[config.mk]
export PLATFORM = sky130hd
export DESIGN_NAME = gpio_irq_flood_limiter_core
export DESIGN_NICKNAME = d
export VERILOG_FILES = /design/src/rtl/core/gifl_pkg.sv /design/src/rtl/core/gpio_irq_flood_limiter_core.sv /design/src/rtl/core/gifl_ctrl.sv /design/src/rtl/core/gifl_dp.sv
export SDC_FILE = /design/constraint.sdc
export NUM_CORES = 1
export LEC_CHECK = 0
export BUFFER_PORTS_ARGS = -buffer_cell sky130_fd_sc_hd__buf_2
export CORE_MARGIN = 2
export CORE_UTILIZATION = 35
export CTS_CLUSTER_SIZE = 28
export DETAILED_ROUTE_END_ITERATION = 8
export GPL_TIMING_DRIVEN = 1
export SYNTH_ARGS = -nofsm -noshare
export SYNTH_HDL_FRONTEND = slang
export SYNTH_SLANG_ARGS = --single-unit
[constraint.sdc]
create_clock -name clk -period 8.08 [get_ports clk]
set_input_delay 1.616 -clock clk [delete_from_list [all_inputs] [get_ports clk]]
set_output_delay 1.616 -clock clk [all_outputs]
set_load 0.01 [all_outputs]
[src/rtl/core/gifl_pkg.sv]
// Package for the GPIO interrupt flood limiter: table size, op and register codes,
// and the command/status structs between controller and datapath.
// No dependencies.
package gifl_pkg;

    localparam int SLOTS      = 8;
    localparam int SLOT_W     = (SLOTS > 1) ? $clog2(SLOTS) : 1;
    localparam int SLOT_OUT_W = 3;
    localparam int CFG_IDX_W  = 1;
    localparam int CFG_DATA_W = 16;

    localparam logic [1:0] OP_ATTACH = 2'd0;
    localparam logic [1:0] OP_EVENT  = 2'd1;
    localparam logic [1:0] OP_TICK   = 2'd2;

    localparam logic [1:0] MODE_NONE = 2'd0;

    localparam logic [CFG_IDX_W-1:0] CFG_QUOTA = 1'd0;
    localparam logic [CFG_IDX_W-1:0] CFG_RETRY = 1'd1;

    localparam logic [15:0] QUOTA_RESET = 16'd10000;
    localparam logic [7:0]  RETRY_RESET = 8'd100;
    localparam logic [7:0]  WAIT_MAX    = 8'hFF;

    typedef struct packed {
        logic              capture;
        logic              scan;
        logic              load_row;
        logic              load_sum;
        logic [SLOT_W-1:0] idx;
    } dp_cmd_t;

    typedef struct packed {
        logic row_valid;
        logic out_free;
    } dp_sts_t;

endpackage

[src/rtl/core/gpio_irq_flood_limiter_core.sv]
// GPIO interrupt flood limiter: top level joining sequencer and datapath.
// Depends on gifl_pkg, gifl_ctrl and gifl_dp.
//
// Usage:
//   Input channel (in_valid/in_ready) takes one item: attach/detach, an
//   interrupt event or a tick. Each item yields one or more output beats on
//   out_valid/out_ready; the final beat of an item has last set.
//   Config writes (cfg_valid/cfg_ready, cfg_index, cfg_data) are always
//   ready and should only be issued while no item is in flight.
// Sequence:
//   An accepted item walks the slot table once to update it, then walks it
//   again to send per-slot beats, then sends the summary beat. A new item is
//   taken only once the sequencer is back in idle after the summary beat has
//   been loaded.
// Reset: all slots free, quota 10000, retry wait 100, no beat pending.
// Stall: a held output beat stops the emit walk at the next slot with a row
//   to send; the next item can be accepted while the last summary beat still waits in the output register.
module gpio_irq_flood_limiter_core (
    input  logic                                clk,
    input  logic                                rst_n,
    input  logic                                in_valid,
    output logic                                in_ready,
    input  logic [1:0]                          op,
    input  logic [7:0]                          pin,
    input  logic [1:0]                          edge_mode,
    input  logic                                level,
    input  logic [31:0]                         time_us,
    input  logic                                armed,
    input  logic                                cfg_valid,
    output logic                                cfg_ready,
    input  logic [gifl_pkg::CFG_IDX_W-1:0]      cfg_index,
    input  logic [gifl_pkg::CFG_DATA_W-1:0]     cfg_data,
    output logic                                out_valid,
    input  logic                                out_ready,
    output logic [gifl_pkg::SLOT_OUT_W-1:0]     slot,
    output logic [7:0]                          pin_out,
    output logic                                level_out,
    output logic [31:0]                         time_out,
    output logic                                delivered,
    output logic                                flood_report,
    output logic                                armed_flood,
    output logic                                retried,
    output logic                                ok,
    output logic                                flood_blocked,
    output logic                                last
);
    import gifl_pkg::*;

    dp_cmd_t cmd;
    dp_sts_t sts;

    gifl_ctrl u_ctrl (
        .clk      (clk),
        .rst_n    (rst_n),
        .in_valid (in_valid),
        .in_ready (in_ready),
        .cmd      (cmd),
        .sts      (sts)
    );

    gifl_dp u_dp (
        .clk            (clk),
        .rst_n          (rst_n),
        .cmd            (cmd),
        .sts            (sts),
        .cfg_valid      (cfg_valid),
        .cfg_ready      (cfg_ready),
        .cfg_index      (cfg_index),
        .cfg_data       (cfg_data),
        .op             (op),
        .pin            (pin),
        .edge_mode      (edge_mode),
        .level          (level),
        .time_us        (time_us),
        .armed          (armed),
        .out_valid      (out_valid),
        .out_ready      (out_ready),
        .slot           (slot),
        .pin_out        (pin_out),
        .level_out      (level_out),
        .time_out       (time_out),
        .delivered      (delivered),
        .flood_report   (flood_report),
        .armed_flood    (armed_flood),
        .retried        (retried),
        .ok             (ok),
        .flood_blocked  (flood_blocked),
        .last           (last)
    );

endmodule

[src/rtl/core/gifl_ctrl.sv]
// Sequencer for the flood limiter: capture, slot scan, row emit, summary row.
// Depends on gifl_pkg.
module gifl_ctrl (
    input  logic             clk,
    input  logic             rst_n,
    input  logic             in_valid,
    output logic             in_ready,
    output gifl_pkg::dp_cmd_t cmd,
    input  gifl_pkg::dp_sts_t sts
);
    import gifl_pkg::*;

    typedef enum logic [1:0] {
        ST_IDLE,
        ST_SCAN,
        ST_EMIT,
        ST_SUM
    } state_t;

    state_t            state_reg;
    logic [SLOT_W-1:0] idx_reg;
    logic              idx_last;
    logic              emit_adv;

    assign idx_last = (idx_reg == SLOT_W'(SLOTS - 1));
    // a row slot moves on when it has nothing to send or its beat is loaded
    assign emit_adv = !sts.row_valid || sts.out_free;

    always_comb
    begin
        cmd.capture  = (state_reg == ST_IDLE) && in_valid;
        cmd.scan     = (state_reg == ST_SCAN);
        cmd.load_row = (state_reg == ST_EMIT) && sts.row_valid && sts.out_free;
        cmd.load_sum = (state_reg == ST_SUM) && sts.out_free;
        cmd.idx      = idx_reg;
        in_ready     = (state_reg == ST_IDLE);
    end

    always_ff @(posedge clk or negedge rst_n)
    begin
        if (!rst_n)
        begin
            state_reg <= ST_IDLE;
            idx_reg   <= '0;
        end
        else
        begin
            case (state_reg)
                ST_IDLE:
                begin
                    if (in_valid)
                    begin
                        state_reg <= ST_SCAN;
                        idx_reg   <= '0;
                    end
                end
                ST_SCAN:
                begin
                    if (idx_last)
                    begin
                        state_reg <= ST_EMIT;
                        idx_reg   <= '0;
                    end
                    else
                    begin
                        idx_reg <= idx_reg + 1'b1;
                    end
                end
                ST_EMIT:
                begin
                    if (emit_adv)
                    begin
                        if (idx_last)
                        begin
                            state_reg <= ST_SUM;
                        end
                        else
                        begin
                            idx_reg <= idx_reg + 1'b1;
                        end
                    end
                end
                ST_SUM:
                begin
                    if (sts.out_free)
                    begin
                        state_reg <= ST_IDLE;
                    end
                end
                default:
                begin
                    state_reg <= ST_IDLE;
                end
            endcase
        end
    end

    a_capture_starts_scan: assert property (@(posedge clk) disable iff (!rst_n)
        cmd.capture |=> (state_reg == ST_SCAN) && (idx_reg == '0))
        else $error("capture did not start a scan at slot zero");

    a_row_load_gated: assert property (@(posedge clk) disable iff (!rst_n)
        cmd.load_row |-> (sts.row_valid && sts.out_free && !cmd.load_sum))
        else $error("row loaded without a pending row or a free output");

    a_sum_ends_item: assert property (@(posedge clk) disable iff (!rst_n)
        cmd.load_sum |=> (state_reg == ST_IDLE))
        else $error("summary beat did not return the sequencer to idle");

    a_no_accept_while_busy: assert property (@(posedge clk) disable iff (!rst_n)
        (cmd.scan || cmd.load_row) |-> !in_ready)
        else $error("input ready while an item is in progress");

endmodule

[src/rtl/core/gifl_dp.sv]
// Datapath of the flood limiter: slot table, per-slot row flags, config
// registers and the output register. Depends on gifl_pkg.
module gifl_dp (
    input  logic                                clk,
    input  logic                                rst_n,
    input  gifl_pkg::dp_cmd_t                   cmd,
    output gifl_pkg::dp_sts_t                   sts,
    input  logic                                cfg_valid,
    output logic                                cfg_ready,
    input  logic [gifl_pkg::CFG_IDX_W-1:0]      cfg_index,
    input  logic [gifl_pkg::CFG_DATA_W-1:0]     cfg_data,
    input  logic [1:0]                          op,
    input  logic [7:0]                          pin,
    input  logic [1:0]                          edge_mode,
    input  logic                                level,
    input  logic [31:0]                         time_us,
    input  logic                                armed,
    output logic                                out_valid,
    input  logic                                out_ready,
    output logic [gifl_pkg::SLOT_OUT_W-1:0]     slot,
    output logic [7:0]                          pin_out,
    output logic                                level_out,
    output logic [31:0]                         time_out,
    output logic                                delivered,
    output logic                                flood_report,
    output logic                                armed_flood,
    output logic                                retried,
    output logic                                ok,
    output logic                                flood_blocked,
    output logic                                last
);
    import gifl_pkg::*;

    // config
    logic [15:0] quota_cfg_reg;
    logic [7:0]  retry_cfg_reg;

    // captured input item
    logic [1:0]  op_reg;
    logic [7:0]  pin_reg;
    logic [1:0]  mode_reg;
    logic        level_reg;
    logic [31:0] time_reg;
    logic        armed_reg;

    // slot table
    logic        used_reg  [SLOTS];
    logic [7:0]  spin_reg  [SLOTS];
    logic [15:0] quota_reg [SLOTS];
    logic [7:0]  wait_reg  [SLOTS];

    // row flags left by the scan
    logic        rv_reg    [SLOTS];
    logic        dv_reg    [SLOTS];
    logic        fl_reg    [SLOTS];
    logic        ie_reg    [SLOTS];
    logic        rt_reg    [SLOTS];

    logic              found_reg;
    logic [SLOT_W-1:0] found_slot_reg;
    logic              blk_reg;

    logic        out_valid_reg;
    logic [SLOT_OUT_W-1:0] slot_reg;
    logic [7:0]  pin_out_reg;
    logic        level_out_reg;
    logic [31:0] time_out_reg;
    logic        deliv_out_reg;
    logic        flood_out_reg;
    logic        ierr_out_reg;
    logic        retry_out_reg;
    logic        ok_out_reg;
    logic        blk_out_reg;
    logic        last_out_reg;

    // scan step for the slot at cmd.idx
    logic        used_c;
    logic        hit;
    logic [15:0] q_c;
    logic [7:0]  w_c;
    logic [7:0]  w_sat;
    logic        used_n;
    logic [15:0] q_n;
    logic [7:0]  w_n;
    logic        take;
    logic        rv_n;
    logic        dv_n;
    logic        fl_n;
    logic        ie_n;
    logic        rt_n;
    logic        is_attach;

    assign cfg_ready = 1'b1;
    assign is_attach = (op_reg == OP_ATTACH) && (mode_reg != MODE_NONE);

    always_comb
    begin
        used_c = used_reg[cmd.idx];
        q_c    = quota_reg[cmd.idx];
        w_c    = wait_reg[cmd.idx];
        hit    = used_c && (spin_reg[cmd.idx] == pin_reg);
        w_sat  = (w_c != WAIT_MAX) ? (w_c + 8'd1) : w_c;
        used_n = used_c;
        q_n    = q_c;
        w_n    = w_c;
        take   = 1'b0;
        rv_n   = 1'b0;
        dv_n   = 1'b0;
        fl_n   = 1'b0;
        ie_n   = 1'b0;
        rt_n   = 1'b0;
        case (op_reg)
            OP_ATTACH:
            begin
                if (mode_reg != MODE_NONE)
                begin
                    if (!used_c && !found_reg)
                    begin
                        take   = 1'b1;
                        used_n = 1'b1;
                        q_n    = quota_cfg_reg;
                        w_n    = 8'd0;
                    end
                end
                else if (hit)
                begin
                    used_n = 1'b0;
                    rv_n   = 1'b1;
                end
            end
            OP_EVENT:
            begin
                if (hit)
                begin
                    rv_n = 1'b1;
                    q_n  = (q_c != 16'd0) ? (q_c - 16'd1) : 16'd0;
                    dv_n = (q_n != 16'd0);
                end
            end
            OP_TICK:
            begin
                if (used_c)
                begin
                    if (q_c != 16'd0)
                    begin
                        q_n = quota_cfg_reg;
                    end
                    else
                    begin
                        rv_n = 1'b1;
                        fl_n = (w_c == 8'd0);
                        ie_n = (w_c == 8'd0) && armed_reg;
                        if (armed_reg)
                        begin
                            w_n = 8'd1;
                        end
                        else if (w_sat > retry_cfg_reg)
                        begin
                            q_n  = quota_cfg_reg;
                            w_n  = 8'd0;
                            rt_n = 1'b1;
                        end
                        else
                        begin
                            w_n = w_sat;
                        end
                    end
                end
            end
            default:
            begin
                rv_n = 1'b0;
            end
        endcase
    end

    assign sts.row_valid = rv_reg[cmd.idx];
    assign sts.out_free  = !out_valid_reg || out_ready;

    always_ff @(posedge clk or negedge rst_n)
    begin
        if (!rst_n)
        begin
            quota_cfg_reg <= QUOTA_RESET;
            retry_cfg_reg <= RETRY_RESET;
        end
        else if (cfg_valid && cfg_ready)
        begin
            case (cfg_index)
                CFG_QUOTA: quota_cfg_reg <= cfg_data;
                CFG_RETRY: retry_cfg_reg <= cfg_data[7:0];
                default:   quota_cfg_reg <= quota_cfg_reg;
            endcase
        end
    end

    // control bits of the table and the scan
    always_ff @(posedge clk or negedge rst_n)
    begin
        if (!rst_n)
        begin
            for (int i = 0; i < SLOTS; i++)
            begin
                used_reg[i] <= 1'b0;
                rv_reg[i]   <= 1'b0;
            end
            found_reg <= 1'b0;
            blk_reg   <= 1'b0;
        end
        else if (cmd.capture)
        begin
            found_reg <= 1'b0;
            blk_reg   <= 1'b0;
        end
        else if (cmd.scan)
        begin
            used_reg[cmd.idx] <= used_n;
            rv_reg[cmd.idx]   <= rv_n;
            if (take)
            begin
                found_reg <= 1'b1;
            end
            // blocked status is taken on the state this slot is left in
            blk_reg <= blk_reg || (used_n && (w_n != 8'd0));
        end
    end

    always_ff @(posedge clk)
    begin
        if (cmd.capture)
        begin
            op_reg    <= op;
            pin_reg   <= pin;
            mode_reg  <= edge_mode;
            level_reg <= level;
            time_reg  <= time_us;
            armed_reg <= armed;
        end
        if (cmd.scan)
        begin
            quota_reg[cmd.idx] <= q_n;
            wait_reg[cmd.idx]  <= w_n;
            dv_reg[cmd.idx]    <= dv_n;
            fl_reg[cmd.idx]    <= fl_n;
            ie_reg[cmd.idx]    <= ie_n;
            rt_reg[cmd.idx]    <= rt_n;
            if (take)
            begin
                spin_reg[cmd.idx] <= pin_reg;
                found_slot_reg    <= cmd.idx;
            end
        end
    end

    always_ff @(posedge clk or negedge rst_n)
    begin
        if (!rst_n)
        begin
            out_valid_reg <= 1'b0;
        end
        else if (cmd.load_row || cmd.load_sum)
        begin
            out_valid_reg <= 1'b1;
        end
        else if (out_ready)
        begin
            out_valid_reg <= 1'b0;
        end
    end

    always_ff @(posedge clk)
    begin
        if (cmd.load_row)
        begin
            slot_reg      <= SLOT_OUT_W'(cmd.idx);
            pin_out_reg   <= spin_reg[cmd.idx];
            level_out_reg <= dv_reg[cmd.idx] && level_reg;
            time_out_reg  <= dv_reg[cmd.idx] ? time_reg : 32'd0;
            deliv_out_reg <= dv_reg[cmd.idx];
            flood_out_reg <= fl_reg[cmd.idx];
            ierr_out_reg  <= ie_reg[cmd.idx];
            retry_out_reg <= rt_reg[cmd.idx];
            // per-slot rows of op attach only come from a detach
            ok_out_reg    <= (op_reg == OP_ATTACH);
            blk_out_reg   <= blk_reg;
            last_out_reg  <= 1'b0;
        end
        else if (cmd.load_sum)
        begin
            slot_reg      <= (is_attach && found_reg) ? SLOT_OUT_W'(found_slot_reg)
                                                      : '0;
            pin_out_reg   <= (op_reg == OP_ATTACH) ? pin_reg : 8'd0;
            level_out_reg <= 1'b0;
            time_out_reg  <= 32'd0;
            deliv_out_reg <= 1'b0;
            flood_out_reg <= 1'b0;
            ierr_out_reg  <= 1'b0;
            retry_out_reg <= 1'b0;
            ok_out_reg    <= (op_reg == OP_ATTACH) && (!is_attach || found_reg);
            blk_out_reg   <= blk_reg;
            last_out_reg  <= 1'b1;
        end
    end

    assign out_valid      = out_valid_reg;
    assign slot           = slot_reg;
    assign pin_out        = pin_out_reg;
    assign level_out      = level_out_reg;
    assign time_out       = time_out_reg;
    assign delivered      = deliv_out_reg;
    assign flood_report   = flood_out_reg;
    assign armed_flood    = ierr_out_reg;
    assign retried        = retry_out_reg;
    assign ok             = ok_out_reg;
    assign flood_blocked  = blk_out_reg;
    assign last           = last_out_reg;

    a_sum_sets_last: assert property (@(posedge clk) disable iff (!rst_n)
        cmd.load_sum |=> (out_valid_reg && last_out_reg))
        else $error("summary beat not marked last");

    a_ierr_needs_flood: assert property (@(posedge clk) disable iff (!rst_n)
        cmd.load_row |=> (!ierr_out_reg || flood_out_reg))
        else $error("armed flood flag without a flood report");

    a_no_overwrite: assert property (@(posedge clk) disable iff (!rst_n)
        (out_valid_reg && !out_ready) |-> !(cmd.load_row || cmd.load_sum))
        else $error("output register reloaded while a beat is stalled");

endmodule

==> results.yml <==
status:
  outcome: "completed"
clock_network:
  htree_levels: 2
  root_buffer: "clkbuf_16"
  cts.sinks: 436
  clock_latency_ns: 0.56
  post_cts_buffers: 0
  cts_resized: 0
  clk_path_buf_depth: 3
  cts_tree: "done"
  numCtsBuffers: 44
  hold_buffers: 0
  clk_pin_slew_ns: 0.06
setup_path:
  worstRegToRegCells: 19
  criticalPathCategory: "flop to flop"
  r2r_slack_ns: 1.76
  r2r-start: "u_ctrl.idx_reg[2]"
  max_stage_delay_ns: 0.99
  crit_path_start_kind: "flop"
  critPathMostFrequentCell: "nand2_1"
  startpoint: "u_ctrl.idx_reg[2]"
  arrival_ns: 6.55
  cpLargestDelayFamily: "simple AND/OR/NAND/NOR gates"
  cp-end-kind: "flop"
  slowest_stage: "dfrtp_4"
  critPathMaxFanout: 59
  path_cells: "nor2b_1 -> a32o_1 -> a211oi_1 -> inv_1 -> ha_1 -> nand2_1 -> or2_2 -> nor2_1 -> mux2i_1 -> ha_1 -> nand2_1 -> nor2_1 -> a211oi_1 -> a22oi_1 -> nand2_1 -> a31oi_1 -> or3_1 -> o21a_1 -> o21ai_0"
  r2r-end: "u_dp.quota_reg[2][5]"
  worst_ep_required_time_ns: 8.31
  cp.buffers_inverters: 1
worst_hold_path:
  hold_class: "flop to flop"
  hold-path-endpoint: "u_dp.rv_reg[4]"
  whs_path_depth: 2
  holdCritStartpoint: "u_dp.rv_reg[4]"
global_routing:
  grt_usage_pct: 16.6
  antenna_found_initial: 0
  grt_pass1_vias: 10603
  grt_pass1_wl_um: 66600
  grt_max_degree: 60
  grt-ovfl-total: 0
routing:
  routed_wl_um: 44600
  ant_nets: 0
  vias_per_cell: 5.24
  drt_pass1_iterations: 5
  first_iter_violations: 894
  wl_per_cell_um: 22.3
  num_vias: 10497
  route.detailed.drc: 0
sta:
  rsz0062_at_grt: "false"
  period_needed_ns: 6.32
  worstMarginPinSlew_ns: 1.17
  slew-limit-headroom_pct: 21.3
  setup_viol: 0
  drv_slew: 0
  finalCritPeriodShare_pct: 78.2
  finalHoldViolCount: 0
  finClkSkew_ns: 0.0153
  setup-tns-final_ns: 0
  max_freq_ghz: 0.158
die:
  start_util_pct: 35.4
  ios: 122
  rows: 83
  die_w_um: 231
  core_um2: 51200
  die-area_um2: 53600
  die_y_um: 231
finish:
  largest_reg_flops: 128
  nets: 1375
  area_growth_pct: 15.6
  diodes: 0
  nFillCells: 4588
  drive_gt1_share_pct: 23.9
power:
  worst_ir_drop_vdd_mv: 0.166
  pwr-share-seq_pct: 44.6
  switching_share_pct: 31.4
  p_sw_mw: 2.23
  intPower_mw: 4.87
  total_power_mw: 7.10
  clockPowerShare_pct: 29.0
  leakage_nw: 7.23
  power.share.combinational_pct: 26.4
  powerDensity_nw_per_um2: 339
place:
  gp_congestion: 0.854
  port_buffers: 120
  hpwl_um: 28200
synthesis:
  ys.flop_type: "edfxtp_1"
  seq_area_frac_synth_pct: 71.0
  synth_area_um2: 18100
  syn_area_per_cell_um2: 15.7
  syn_inst: 1153
  ys_seq_elements: 436
  synth_nets: 1239
  synth_warnings: 0
  synth-async-reset-ratio_pct: 11.0
  synth_edf_count: 387
  ys_types: 77
job:
  maxCapViolations: 0
final cells by class:
cell class / instances / area (um2) / area share [%]
inverter: 37 / 139 / 0.664
multi-input combinational: 624 / 4820 / 23.0
tap: 680 / 851 / 4.07
clock inverter: 24 / 258 / 1.23
sequential: 436 / 12900 / 61.5
timing repair buffer: 146 / 796 / 3.80
clock buffer: 57 / 1200 / 5.74
synthesized netlist by cell type (5+ instances only):
cell type    n  area [um2]
nor2b_1     12        75.1
nor4_1       6        37.5
clkbuf_1    23        86.3
nand3_1     22         110
o221ai_1     5        43.8
buf_1        6        22.5
a22o_1       7        61.3
nor2_1      50         188
o2bb2ai_1    7        61.3
and2_1      41         257
nand4_1      6        37.5
o22ai_1     16         100
buf_2       13        65.1
buf_6        5        56.3
edfxtp_1   387       11600
a21oi_1     22         110
a221oi_1     9        78.8
o21a_1       7        52.6
nand3b_1     6        45.0
or3_1        8        50.1
nand2_1     65         244
a22oi_1     16         120
a211oi_1     7        52.6
dfrtp_1     40        1000
a31oi_1      7        43.8
dfstp_2      8         210
o21ai_0     46         230
xnor2_1     11        96.3
nand2b_1     6        37.5
mux2i_1     58         581
inv_1       37         139
and3_1       9        56.3
nor3_1      18        90.1
buf_4        6        45.0
ha_1        18         225
a221o_1     11         110
mux2_2      45         507
mux4_2      21         473
power by group through the flow:
stage	registers, mW	logic, mW	clock network (mW)
floorplan	3.17	1.26	0
global placement	3.21	1.82	0
detailed placement	3.22	1.86	0
CTS	3.17	1.87	2.09
global route	3.20	2.06	2.18
finish	3.17	1.87	2.06
placed cells by master (no fill, tap or decap), types with 18 or more instances in the layout:
cell type,count
o21ai_0,46
nor2_1,49
dfrtp_1,37
buf_2,120
mux2_2,45
a21oi_1,21
inv_1,32
mux2i_1,58
nand3_1,22
buf_4,26
edfxtp_1,387
clkbuf_16,45
nand2_1,65
mux4_2,21
ha_1,18
and2_1,41
per-layer routing:
layer  vias to the layer above  track usage, %  share of wire (%)  wire [um]
met5                         -               0                  0          0
met1                      5322            21.7                 42      18500
met2                       337            28.0                 50      22400
met4                         0            5.50                2.8       1250
li1                       4753               -                  -          -
met3                        85            2.60                5.5       2470
through the flow:
| stage | utilization (%) | setup slack [ns] | hold slack, ns | area [um2] | std cells |
|---|---|---|---|---|---|
| final | 40.9 | 1.76 | 0.477 | 20900 | 2004 |
| after global routing | 40.9 | 1.37 | 0.506 | 20900 | 2004 |
| after CTS | 40.9 | 1.84 | 0.483 | 20900 | 2004 |
| after detailed placement | 38.0 | 1.89 | 0.470 | 19500 | 1923 |
| after global placement | 38.0 | 2.00 | 0.462 | 19500 | 1923 |
| after floorplan | - | 2.33 | 0.444 | 18100 | 1153 |
how the worst max path moves through the flow:
stage | end | slack [ns] | depth (start not counted)
6_report | u_dp.quota_reg[2][5] | 1.76 | 19
5_1_grt | u_dp.quota_reg[1][5] | 1.37 | 19
4_1_cts | u_dp.quota_reg[3][5] | 1.84 | 19
3_5_place_dp | u_dp.quota_reg[5][5] | 1.89 | 19
3_3_place_gp | u_dp.quota_reg[0][12] | 2.00 | 18
2_1_floorplan | u_dp.quota_reg[0][12] | 2.33 | 28
worst min-delay path, cell delays in order (launching register included):
cell,delay (ns)
dfrtp_1,0.34
nand2_1,0.04
o21ai_0,0.06
kinds of logic (layout without fill, tap and decap cells):
kind of cell	after synthesis	in the layout	share of synthesized area (%)
XOR/XNOR	14	14	0.677
adder cells (fa/ha/maj)	18	18	1.24
buffers and inverters	93	264	2.54
multiplexers	129	129	9.22
other	1	1	0.0207
flip-flops	436	436	71.0
AND/OR/NAND/NOR	264	264	7.47
AO/OA/AOI/OAI	198	198	7.82
No activity file was read; power rests on OpenSTA's default activity.
